**src/design/rle565_pkg.sv**
```systemverilog
// ----------------------------------------------------------------------------
// rle565_pkg
// Shared constants, result beat type and color packing for the RGB565
// run-length encoder.
// ----------------------------------------------------------------------------
package rle565_pkg;

    localparam int COUNT_BITS = 16;
    localparam int LEN_BITS   = 16;
    localparam int COLOR_BITS = 16;
    localparam int FIFO_DEPTH = 4;
    localparam int PTR_BITS   = $clog2(FIFO_DEPTH);
    localparam int CNT_BITS   = $clog2(FIFO_DEPTH + 1);

    localparam logic [COUNT_BITS-1:0] RUN_MAX = {COUNT_BITS{1'b1}};

    typedef struct packed {
        logic [LEN_BITS-1:0]   run_length;
        logic [COLOR_BITS-1:0] packed_color;
        logic                  end_of_image;
    } result_t;

    function automatic logic [COLOR_BITS-1:0] pack565(
        input logic [7:0] r,
        input logic [7:0] g,
        input logic [7:0] b
    );
        pack565 = {r[7:3], g[7:2], b[7:3]};
    endfunction

    function automatic logic [LEN_BITS-1:0] count_to_len(
        input logic [COUNT_BITS-1:0] count
    );
        logic [COUNT_BITS+LEN_BITS-1:0] wide;
        wide = {{LEN_BITS{1'b0}}, count};
        count_to_len = wide[LEN_BITS-1:0];
    endfunction

endpackage

```
**src/design/rgb565_run_length_encoder_top.sv**
```systemverilog
// ----------------------------------------------------------------------------
// rgb565_run_length_encoder_top
// Packs 8-bit RGB pixels to RGB565 and emits raw pixels or run-length pairs.
// ----------------------------------------------------------------------------
// One pixel is taken per clock while in_ready is high. Packing and run
// tracking complete in the cycle of acceptance; the pixel's results (none,
// one, or two when a run closes on the last pixel) land in a four-beat result
// queue that feeds the output. in_ready depends only on queue occupancy: it is
// high while at least two entries are free, so with one or fewer results per
// pixel and a ready sink the block sustains one pixel per clock. Output beats
// leave at most one per clock; a second result waits behind the first. If the
// queue was empty, the first result beat appears the cycle after its pixel.
module rgb565_run_length_encoder_top
    import rle565_pkg::*;
(
    input  logic        clk,
    input  logic        rst_n,
    input  logic        cfg_write_enable,
    input  logic        cfg_write_data,
    input  logic        in_valid,
    output logic        in_ready,
    input  logic [7:0]  red,
    input  logic [7:0]  green,
    input  logic [7:0]  blue,
    input  logic        last_pixel,
    output logic        out_valid,
    input  logic        out_ready,
    output logic [15:0] run_length,
    output logic [15:0] packed_color,
    output logic        end_of_image
);

    logic                  rle_enable_reg;
    logic [COLOR_BITS-1:0] run_color_reg;
    logic [COLOR_BITS-1:0] run_color_next;
    logic [COUNT_BITS-1:0] run_count_reg;
    logic [COUNT_BITS-1:0] run_count_next;
    logic                  run_open_reg;
    logic                  run_open_next;

    result_t               fifo_mem [FIFO_DEPTH];
    logic [PTR_BITS-1:0]   wr_ptr_reg;
    logic [PTR_BITS-1:0]   wr_ptr_next;
    logic [PTR_BITS-1:0]   wr_ptr_plus1;
    logic [PTR_BITS-1:0]   rd_ptr_reg;
    logic [PTR_BITS-1:0]   rd_ptr_next;
    logic [CNT_BITS-1:0]   fifo_count_reg;
    logic [CNT_BITS-1:0]   fifo_count_next;

    logic                  in_fire;
    logic                  out_fire;
    logic [COLOR_BITS-1:0] pixel_color;
    logic                  emit_run;
    logic                  wr_first;
    logic                  wr_second;
    result_t               first_beat;
    result_t               second_beat;
    result_t               flush_beat;
    result_t               head_beat;

    assign in_fire      = in_valid && in_ready;
    assign out_fire     = out_valid && out_ready;
    assign in_ready     = fifo_count_reg <= CNT_BITS'(FIFO_DEPTH - 2);
    assign out_valid    = fifo_count_reg != '0;
    assign pixel_color  = pack565(red, green, blue);
    assign wr_ptr_plus1 = wr_ptr_reg + PTR_BITS'(1);

    always_comb
    begin
        emit_run       = 1'b0;
        run_open_next  = run_open_reg;
        run_count_next = run_count_reg;
        run_color_next = run_color_reg;
        first_beat     = '0;
        second_beat    = '0;
        flush_beat     = '0;
        wr_first       = 1'b0;
        wr_second      = 1'b0;

        if (in_fire) begin
            if (!rle_enable_reg) begin
                first_beat = '{run_length: LEN_BITS'(1), packed_color: pixel_color,
                               end_of_image: last_pixel};
                wr_first   = 1'b1;
                if (last_pixel) begin
                    run_open_next  = 1'b0;
                    run_count_next = '0;
                end
            end else begin
                emit_run = run_open_reg &&
                           ((run_color_reg != pixel_color) || (run_count_reg == RUN_MAX));
                if (!run_open_reg || emit_run) begin
                    run_count_next = COUNT_BITS'(1);
                    run_color_next = pixel_color;
                end else begin
                    run_count_next = run_count_reg + COUNT_BITS'(1);
                end
                run_open_next = 1'b1;
                flush_beat = '{run_length: count_to_len(run_count_next),
                               packed_color: run_color_next, end_of_image: 1'b1};
                if (emit_run) begin
                    first_beat  = '{run_length: count_to_len(run_count_reg),
                                    packed_color: run_color_reg, end_of_image: 1'b0};
                    wr_first    = 1'b1;
                    second_beat = flush_beat;
                    wr_second   = last_pixel;
                end else begin
                    first_beat = flush_beat;
                    wr_first   = last_pixel;
                end
                if (last_pixel) begin
                    run_open_next  = 1'b0;
                    run_count_next = '0;
                end
            end
        end
    end

    always_comb
    begin
        wr_ptr_next     = wr_ptr_reg + PTR_BITS'({1'b0, wr_first} + {1'b0, wr_second});
        rd_ptr_next     = rd_ptr_reg + PTR_BITS'(out_fire);
        fifo_count_next = fifo_count_reg + CNT_BITS'(wr_first) + CNT_BITS'(wr_second)
                          - CNT_BITS'(out_fire);
    end

    always_ff @(posedge clk or negedge rst_n)
    begin
        if (!rst_n) begin
            rle_enable_reg <= 1'b1;
            run_color_reg  <= '0;
            run_count_reg  <= '0;
            run_open_reg   <= 1'b0;
            wr_ptr_reg     <= '0;
            rd_ptr_reg     <= '0;
            fifo_count_reg <= '0;
        end else begin
            if (cfg_write_enable) begin
                rle_enable_reg <= cfg_write_data;
            end
            run_color_reg  <= run_color_next;
            run_count_reg  <= run_count_next;
            run_open_reg   <= run_open_next;
            wr_ptr_reg     <= wr_ptr_next;
            rd_ptr_reg     <= rd_ptr_next;
            fifo_count_reg <= fifo_count_next;
        end
    end

    always_ff @(posedge clk)
    begin
        if (wr_first) begin
            fifo_mem[wr_ptr_reg] <= first_beat;
        end
        if (wr_second) begin
            fifo_mem[wr_ptr_plus1] <= second_beat;
        end
    end

    assign head_beat    = fifo_mem[rd_ptr_reg];
    assign run_length   = head_beat.run_length;
    assign packed_color = head_beat.packed_color;
    assign end_of_image = head_beat.end_of_image;

`ifndef SYNTHESIS
    a_queue_bound: assert property (@(posedge clk) disable iff (!rst_n)
        fifo_count_reg <= CNT_BITS'(FIFO_DEPTH))
        else $error("result queue over capacity");

    a_open_has_count: assert property (@(posedge clk) disable iff (!rst_n)
        run_open_reg |-> (run_count_reg != '0))
        else $error("open run with zero count");

    a_last_closes_run: assert property (@(posedge clk) disable iff (!rst_n)
        (in_fire && last_pixel) |=> (!run_open_reg && (run_count_reg == '0)))
        else $error("run not closed after last pixel");

    a_raw_keeps_run: assert property (@(posedge clk) disable iff (!rst_n)
        (in_fire && !rle_enable_reg && !last_pixel)
            |=> ($stable(run_open_reg) && $stable(run_count_reg)))
        else $error("raw pixel disturbed run state");

    a_fifo_track: assert property (@(posedge clk) disable iff (!rst_n)
        (in_fire && !out_fire) |=> (fifo_count_reg >= $past(fifo_count_reg)))
        else $error("queue count dropped without a read");
`endif

endmodule

```
**config.mk**
```make
export PLATFORM = sky130hd
export DESIGN_NAME = rgb565_run_length_encoder_top
export DESIGN_NICKNAME = d
export VERILOG_FILES = /design/src/design/rle565_pkg.sv /design/src/design/rgb565_run_length_encoder_top.sv
export SDC_FILE = /design/constraint.sdc
export NUM_CORES = 1
export LEC_CHECK = 0
export BUFFER_PORTS_ARGS = -buffer_cell sky130_fd_sc_hd__buf_4
export CELL_PAD_IN_SITES_DETAIL_PLACEMENT = 1
export CELL_PAD_IN_SITES_GLOBAL_PLACEMENT = 1
export CORE_MARGIN = 2
export CORE_UTILIZATION = 35
export DETAILED_ROUTE_END_ITERATION = 8
export PLACE_DENSITY_LB_ADDON = 0.1
export SYNTH_ARGS = -nofsm -noshare
export SYNTH_HDL_FRONTEND = slang
export SYNTH_SLANG_ARGS = --single-unit
```
**constraint.sdc**
```tcl
create_clock -name clk -period 5.5 [get_ports clk]
set_clock_uncertainty 0.2 [all_clocks]
set_input_delay 0.825 -clock clk [delete_from_list [all_inputs] [get_ports clk]]
set_output_delay 0.825 -clock clk [all_outputs]
set_load 0.05 [all_outputs]
```
==> results of run 1 <==
==> where the power goes <==
group	internal [mW]	leakage (nW)	switching [mW]	total [mW]
Clock	0.634	0.273	0.540	1.17
Sequential	1.74	1.72	0.250	1.99
Combinational	0.781	1.37	1.41	2.19
==> metrics by stage <==
stage                     utilization (%)  total power, mW  hold slack, ns
after floorplan                         -             3.51           0.277
after global placement               39.1             4.19           0.256
after detailed placement             39.1             4.24           0.269
after CTS                            41.5             5.42           0.237
after global routing                 41.5             5.60           0.261
final                                41.5             5.36           0.221
==> final cells by class <==
type	count	area [um2]	share of cell area (%)
inverters	7	26.3	0.269
well taps	319	399	4.09
clock inverters	14	134	1.37
flip-flops and latches	173	4990	51.1
clock buffers	18	429	4.39
multi-input cells	378	3250	33.3
repair buffers	71	533	5.46
==> worst reg2reg max path, stage by stage, from the launching register on <==
cell and delay (ns):
dfrtp_1 0.46, ha_1 0.25, and3_1 0.23, and3_1 0.37, nand4_1 0.45, nand2_1 0.34
a31oi_2 0.33, o31ai_4 0.73, buf_4 0.51
==> worst paths after layout <==
| path | to | slack (ns) | cells after the start |
|---|---|---|---|
| min reg2reg | rd_ptr_reg[1]$_DFF_PN0_ | 0.27 | 1 |
| max | fifo_mem[0][9]$_DFFE_PP_ | 1.27 | 8 |
| min in group clk | rd_ptr_reg[1]$_DFF_PN0_ | 0.27 | 1 |
| min | fifo_count_reg[0]$_DFF_PN0_ | 0.22 | 1 |
| max reg2reg | fifo_mem[0][9]$_DFFE_PP_ | 1.27 | 8 |
| max in group asynchronous | rd_ptr_reg[0]$_DFF_PN0_ | 4.43 | 1 |
==> cell families after synthesis <==
logic type                 share of synthesized area [%]
AOI/OAI and AO/OA                                   10.5
xor gates and xnor gates                            3.32
adders and majority gates                           1.31
buffers and inverters                               2.81
DFF                                                 59.3
muxes                                               11.3
and+or+nand+nor                                     11.4
==> placed cells by master, fill, tap and decap left out, types with 3 or more instances in the layout <==
cell type / n
nand3b_1: 6
o21ai_0: 4
nor3_1: 14
xnor2_1: 8
inv_1: 7
dfrtp_1: 39
nor4_2: 4
a311oi_1: 3
mux2_1: 10
nand3_1: 19
fa_1: 3
inv_6: 4
xor2_1: 22
nor2_1: 70
and4_1: 5
o21ai_2: 4
a221o_1: 3
mux2_2: 7
and2_1: 3
nand2_1: 37
a32o_1: 64
edfxtp_1: 132
nand4_1: 5
ha_1: 4
mux4_2: 33
buf_4: 71
or2_2: 3
o21ai_4: 3
clkbuf_16: 17
and3_1: 11
==> routing by layer <==
metal,global-route usage [%],vias to the layer above
met5,0,-
met4,4.79,0
met3,3.49,11
met2,31.3,145
met1,25.7,2961
li1,-,2472
==> impl_metrics.toml, run 1 <==
[detailed_routing]
via_per_inst = 5.70
wl_um = 23300
drt_iter0_markers = 454
wl_met1_um = 10500
dr.pass1.iters = 5
route.detailed.drc = 0
avgRoutedWirePerCell_um = 23.8
vias = 5589
met3WireLength_um = 1240
dr_wl_met2_um = 11400
postRouteAntennaNets = 0
highest_layer = "met4"

[layout]
fill_cells = 2435
n_antenna_cell = 0
stdcell_count = 980
design_area_mm2 = 0.00977
drive_above_1_share_pct = 25.6
syn2layout_area_growth_pct = 16.0
largest_reg_flops = 132
nets = 686

[clocking]
cts_hold_buf = 0
cts_tree = "done"
post_cts_buffers = 0
cts_buffers = 17
clockBufferDepth = 2
cts_root_buffer = "clkbuf_16"
cts.clk_slew.worst_paths_ns = 0.07
h-tree-depth = 4
clock_latency_ns = 0.43
cts.repair.resized = 0
cts_sinks = 173

[setup_path]
crit_top_cell = "and3_1"
cp_data_required_time_ns = 5.37
path_max_fanout = 23
path_buf_inv = 1
end_kind = "register"
critPathArrivalTime_ns = 4.10
cp-start-kind = "register"
crit_path_cell_trace = "ha_1, and3_1, and3_1, nand4_1, nand2_1, a31oi_2, o31ai_4, buf_4"
setup.worst_path.start = "run_count_reg[0]$_DFFE_PN0P_"
crit_path_top_delay_cell = "o31ai_4"
crit_type = "register to register"
cp_top_family = "simple AND/OR/NAND/NOR gates"
cp_slowest_stage_delay_ns = 0.72
r2r-start = "run_count_reg[0]$_DFFE_PN0P_"

[floorplan]
die_h_um = 159
rows = 56
io_pins = 66
core_mm2 = 0.0235
start_util_pct = 35.7
dieArea_mm2 = 0.0253
die_x_um = 159

[place]
pre_cts_ws_ns = 1.08
portBuffers = 57
place_hpwl_um = 14200
dp.cells = 948
globalplace.congestion = 0.734
placed_area_mm2 = 0.00920

[logic_synthesis]
synth.distinct_cells = 57
yosys-top-cells-count = "edfxtp_1 (132), nor2_1 (70), a32o_1 (64)"
ys_warn_count = 0
async_flop_share_pct = 23.7
synth_seq_area_share_pct = 59.3
synth_largest_area_cell = "edfxtp_1"
syn_avg_cell_area_um2 = 14.0
synth_edf_count = 132
syn_inst = 599
synth_area_leaders = "edfxtp_1 (47%), dfrtp_1 (12%), mux4_2 (8.8%)"
syn_nets = 637
synth_most_common_cell = "edfxtp_1"
ys_ff_latch = 173
syn-cell-area_mm2 = 0.00842
netlist.area_leader.share_pct = 47.1
synth-main-ff-cell = "edfxtp_1"

[timing]
finalSetupTns_ns = 0
fin_crit_sh_pct = 76.9
rsz0062_at_grt = "no"
hold_viol = 0
setup_viol = 0
finalCriticalPeriod_ns = 4.23
max_slew_margin_pct = 36.7
slew_violations = 0
setup_ws_ns = 1.27
worst_pin_slew_ns = 0.946
max_freq_mhz = 236

[hold_path]
hp-class = "input port to asynchronous set/reset pin"

[power]
ir_worst_vdd_uv = 220
p_leak_nw = 3.36
power_per_cell_area_mw_per_mm2 = 549

[grt]
grt.total_usage_pct = 18.9
grt_pass1_vias = 5948
antenna_found_initial = 0
grt_pass1_wl_um = 36200
grt-ovfl-total = 0
grt_start_max_net_pins = 55

[run_status]
status = "complete, no violations"

[run]
maxCapViolCount = 0
No activity file was read; power rests on OpenSTA's default activity.
==> run 2, diff against run 1 <==
Clock period 5.5 ns to 4.3 ns, I/O delays scaled along.
==> run 2 against run 1 <==
Flip-flop and latch count unchanged. Worst hold slack got worse by 0.19 ns. Highest routed layer unchanged. Largest cell class unchanged. First-iteration DRC count shrank 4.2%.
==> impl_metrics.toml, run 2 (synthesized netlist as in run 1, its figures left out) <==
[power]
swShare_pct = 41.2
p_comb_share_pct = 41.8
total_power_mw = 6.87
p_leak_nw = 3.43
p_switching_mw = 2.83
clock_power_share_pct = 21.6
ir_worst_vdd_uv = 272
seq_power_share_pct = 36.6
power_per_cell_area_mw_per_mm2 = 697
power.internal_mw = 4.04

[timing]
max_slew_margin_pct = 29.3
max_freq_mhz = 269
worst_pin_slew_ns = 1.06
hold_viol = 0
finalCriticalPeriod_ns = 3.72
finalSetupTns_ns = 0
hold_slack_ns = 0.0266
setup_viol = 0
rsz0062_at_grt = "no"
slew_violations = 0
setup_ws_ns = 0.578
fin_crit_sh_pct = 86.6

[clocking]
post_cts_buffers = 0
cts_buffers = 17
cts.repair.resized = 0
cts.clk_slew.worst_paths_ns = 0.07
cts_root_buffer = "clkbuf_16"
h-tree-depth = 4
cts_sinks = 173
cts_hold_buf = 0
clock_latency_ns = 0.44
clockBufferDepth = 2
cts_tree = "done"

[layout]
utilization_pct = 41.9
stdcell_count = 994
most-common-layout-cells = "edfxtp_1 (132), buf_4 (85), nor2_1 (70)"
n_antenna_cell = 0
syn2layout_area_growth_pct = 17.2
largest_reg_flops = 132
design_area_mm2 = 0.00986
drive_above_1_share_pct = 27.1
fill_cells = 2460
final_common_cell = "edfxtp_1"
nets = 700

[floorplan]
die_h_um = 159
dieArea_mm2 = 0.0253
io_pins = 66
rows = 56
die_x_um = 159
core_mm2 = 0.0235
start_util_pct = 35.7

[detailed_routing]
via_per_inst = 5.62
route.detailed.drc = 0
postRouteAntennaNets = 0
drt_iter0_markers = 435
dr.pass1.iters = 5
wl_um = 23400
vias = 5583
avgRoutedWirePerCell_um = 23.5

[place]
portBuffers = 57
dp.cells = 962
globalplace.congestion = 0.787
place_hpwl_um = 14400
placed_area_mm2 = 0.00931
pre_cts_ws_ns = 0.511

[run]
maxCapViolCount = 0

[grt]
grt_start_max_net_pins = 69
grt.total_usage_pct = 19.3
grt_pass1_wl_um = 36800
grt_pass1_vias = 5890
grt-ovfl-total = 0
antenna_found_initial = 0

[setup_path]
cp-start-kind = "register"
end_kind = "register"
cp_data_required_time_ns = 4.24
critPathArrivalTime_ns = 3.67
path_max_fanout = 24
crit_type = "register to register"
reg2reg_depth = 9

[run_status]
status = "complete, no violations"

[hold_path]
hp-class = "input port to asynchronous set/reset pin"
## run 2: power by group through the flow
stage | Combinational, mW | Sequential [mW] | Clock [mW]
after floorplan | 2.05 | 2.44 | 0
after global placement | 2.88 | 2.52 | 0
after detailed placement | 2.91 | 2.55 | 0
after CTS | 2.92 | 2.52 | 1.51
after global routing | 3.05 | 2.57 | 1.58
final | 2.87 | 2.52 | 1.48
## run 2: layout make-up
type                       instances  area [um2]  share of cell area [%]
tap                              319         399                    4.05
sequential                       173        4990                    50.6
timing repair buffer              85         638                    6.47
multi-input combinational        378        3250                    33.0
inverter                           7        26.3                   0.266
clock buffer                      20         447                    4.53
clock inverter                    12         105                    1.07
## run 2: routing by layer
metal / GRT usage (%) / part of all wire (%)
met1: 27.4 / 47
met2: 30.6 / 48
met3: 3.52 / 4.0
met4: 4.88 / 1.2
met5: 0 / 0
## run 2: worst paths after layout
check,start,to,slack [ns]
worst max register to register,run_count_reg[0]$_DFFE_PN0P_,fifo_mem[2][6]$_DFFE_PP_,0.58
worst min register to register,rd_ptr_reg[1]$_DFF_PN0_,rd_ptr_reg[1]$_DFF_PN0_,0.31
worst min-delay path,rst_n,run_count_reg[12]$_DFFE_PN0P_,0.03
worst max-delay path,run_count_reg[0]$_DFFE_PN0P_,fifo_mem[2][6]$_DFFE_PP_,0.58
min in group clk,cfg_write_data,rle_enable_reg$_DFFE_PN1P_,0.24
max in group asynchronous,rst_n,rd_ptr_reg[0]$_DFF_PN0_,3.42
## run 2: critical path, stage by stage, from the launching register on
cell and delay, ns:
dfrtp_1 0.44, ha_1 0.24, and3_1 0.23, and3_1 0.22, nand4_1 0.29, nand2_1 0.29
a31oi_2 0.15, buf_4 0.21, o21ai_4 0.84, buf_4 0.31
==> run 3, diff against run 2 <==
--- a/config.mk
+++ b/config.mk
@@ -10,4 +10,5 @@
 export CELL_PAD_IN_SITES_GLOBAL_PLACEMENT = 1
-export CORE_MARGIN = 2
+export CORE_MARGIN = 5
 export CORE_UTILIZATION = 35
+export CTS_BUF_LIST = sky130_fd_sc_hd__clkbuf_8 sky130_fd_sc_hd__clkbuf_16
 export DETAILED_ROUTE_END_ITERATION = 8
==> constraint.sdc (replaced) <==
create_clock -name clk -period 4.3 [get_ports clk]
set_clock_uncertainty 0.2 [all_clocks]
set_input_delay 0 -clock clk [delete_from_list [all_inputs] [get_ports clk]]
set_output_delay 0 -clock clk [all_outputs]
set_load 0.05 [all_outputs]
==> run 3 against run 2 <==
First-iteration DRC count increased by 15%. Sequential share of layout area decreased by 1.3 points. Die area up 7.7%. Register-to-register slack better by 0.27 ns. Total power grew 1.3%. Count of clock-buffer cells in the layout down 3. Critical path depth rose by 2. Utilization rose by 1.1 points. Routed wire length up 0.66%. Flip-flop and latch count is the same. Worst hold slack better by 0.13 ns. Sequential power barely moved. Critical endpoint is now fifo_count_reg[2]$_DFF_PN0_. Largest cell class unchanged.
==> impl_metrics.toml, run 3 (synthesized netlist as in run 1, its figures left out) <==
[run_status]
status = "complete, no violations"

[layout]
nets = 718
final_common_cell = "edfxtp_1"
syn2layout_area_growth_pct = 20.3
most-common-layout-cells = "edfxtp_1 (132), buf_4 (77), nor2_1 (70)"
n_antenna_cell = 0
drive_above_1_share_pct = 25.8
stdcell_count = 1012
utilization_pct = 43.0
largest_reg_flops = 132

[timing]
max_slew_margin_pct = 37.2
rsz0062_at_grt = "no"
slew_violations = 0
worst_pin_slew_ns = 0.938
setup_viol = 0
finalCriticalPeriod_ns = 3.45
hold_viol = 0
max_freq_mhz = 290
setup_ws_ns = 0.851
fin_crit_sh_pct = 80.2

[run]
maxCapViolCount = 0

[hold_path]
hp-class = "input port to register"
hold_end = "rle_enable_reg$_DFFE_PN1P_"
hold_path_startpoint = "cfg_write_enable"
whs_path_depth = 3

[floorplan]
die_h_um = 165
io_pins = 66
dieArea_mm2 = 0.0272
start_util_pct = 35.7
rows = 56
core_mm2 = 0.0235
die_x_um = 165

[detailed_routing]
vias = 5669
avgRoutedWirePerCell_um = 23.2
route.detailed.drc = 0
wl_um = 23500
drt_iter0_markers = 499
via_per_inst = 5.60
dr.pass1.iters = 5
postRouteAntennaNets = 0

[clocking]
clockBufferDepth = 2
clock_latency_ns = 0.42
cts_buffers = 17
cts_sinks = 173
h-tree-depth = 4
cts.clk_slew.worst_paths_ns = 0.07
cts_tree = "done"
cts.repair.resized = 0
cts_root_buffer = "clkbuf_16"

[setup_path]
critPathArrivalTime_ns = 3.56
end_kind = "register"
crit_path_cell_trace = "ha_1, and3_1, and3_1, nand4_1, nand2_1, a31oi_2, ha_1, inv_1, fa_1, fa_1, xnor2_1"
cp_data_required_time_ns = 4.41
setup.worst_path.start = "run_count_reg[0]$_DFFE_PN0P_"
reg2reg_slack_ns = 0.85
path_max_fanout = 9
cp_slowest_stage_delay_ns = 0.45
cp-start-kind = "register"
r2r_end = "fifo_count_reg[2]$_DFF_PN0_"
reg2reg_depth = 11
r2r-start = "run_count_reg[0]$_DFFE_PN0P_"
crit_path_top_delay_cell = "dfrtp_1"
crit_type = "register to register"

[grt]
antenna_found_initial = 0
grt_pass1_vias = 5988
grt_start_max_net_pins = 69
grt.total_usage_pct = 17.9
grt-ovfl-total = 0
grt_pass1_wl_um = 36400

[place]
dp.cells = 955
pre_cts_ws_ns = 0.808
portBuffers = 57
place_hpwl_um = 14400
globalplace.congestion = 0.769

[power]
p_leak_nw = 3.53
ir_worst_vdd_uv = 308
power_per_cell_area_mw_per_mm2 = 687
-- run 3: cell count changes in the layout (fill, tap and decap cells not counted), moves of 2 or more --
cell	before	now
buf_4	85	77
bufinv_16	0	2
clkbuf_1	2	0
clkinv_2	1	4
dlygate4sd3_1	0	24
-- run 3: area by class of cell --
type / count / area [um2]
clock buffers: 17 / 425
clock inverters: 15 / 161
fillers: 2416 / 13400
inverters: 7 / 26.3
multi-input cells: 378 / 3250
flip-flops and latches: 173 / 4990
well taps: 319 / 399
repair buffers: 103 / 866
-- run 3: critical path: cells and delay by family (launching register included) --
family / cells / cell delay [ns]
fa+ha+maj: 4 / 1.34
xor+xnor: 1 / 0.14
buf+inv: 1 / 0.05
flops: 1 / 0.45
simple gates: 4 / 1.03
compound gates: 1 / 0.13
-- run 3: layer usage --
metal  global-route usage [%]  up-vias  routed length (um)
li1                         -     2539                   -
met4                     4.20        0                 213
met5                        0        -                   0
met2                     29.3      156               11500
met1                     25.5     2957               10700
met3                     2.41       17                1070
-- run 3: power by group --
group	switching, mW	leakage, nW	internal, mW
logic	1.83	1.52	1.05
clock network	0.679	0.294	0.866
registers	0.302	1.72	2.23
-- run 3: worst max-delay path by stage --
stage	to	slack [ns]	depth (start not counted)
floorplan	fifo_mem[3][0]$_DFFE_PP_	-0.39	8
global placement	fifo_count_reg[2]$_DFF_PN0_	0.92	11
detailed placement	fifo_count_reg[2]$_DFF_PN0_	0.81	11
CTS	fifo_count_reg[2]$_DFF_PN0_	0.85	11
global route	fifo_count_reg[2]$_DFF_PN0_	0.65	11
finish	fifo_count_reg[2]$_DFF_PN0_	0.85	11
-- run 3: metrics by stage --
stage | hold WS [ns] | power (mW) | setup TNS [ns] | instance area (um2)
after global routing | 0.142 | 7.30 | 0 | 10100
after floorplan | -0.496 | 4.50 | -38.86 | 8420
final | 0.155 | 6.96 | 0 | 10100
after global placement | -0.140 | 5.41 | 0 | 9270
after detailed placement | -0.136 | 5.47 | 0 | 9270
after CTS | 0.138 | 7.05 | 0 | 10100
-- run 3: what timing repair did --
action / in CTS / in global routing
setup buffers: 0 / 0
hold buffers: 25 / 0
endpoints found under the hold margin: 140 / 0
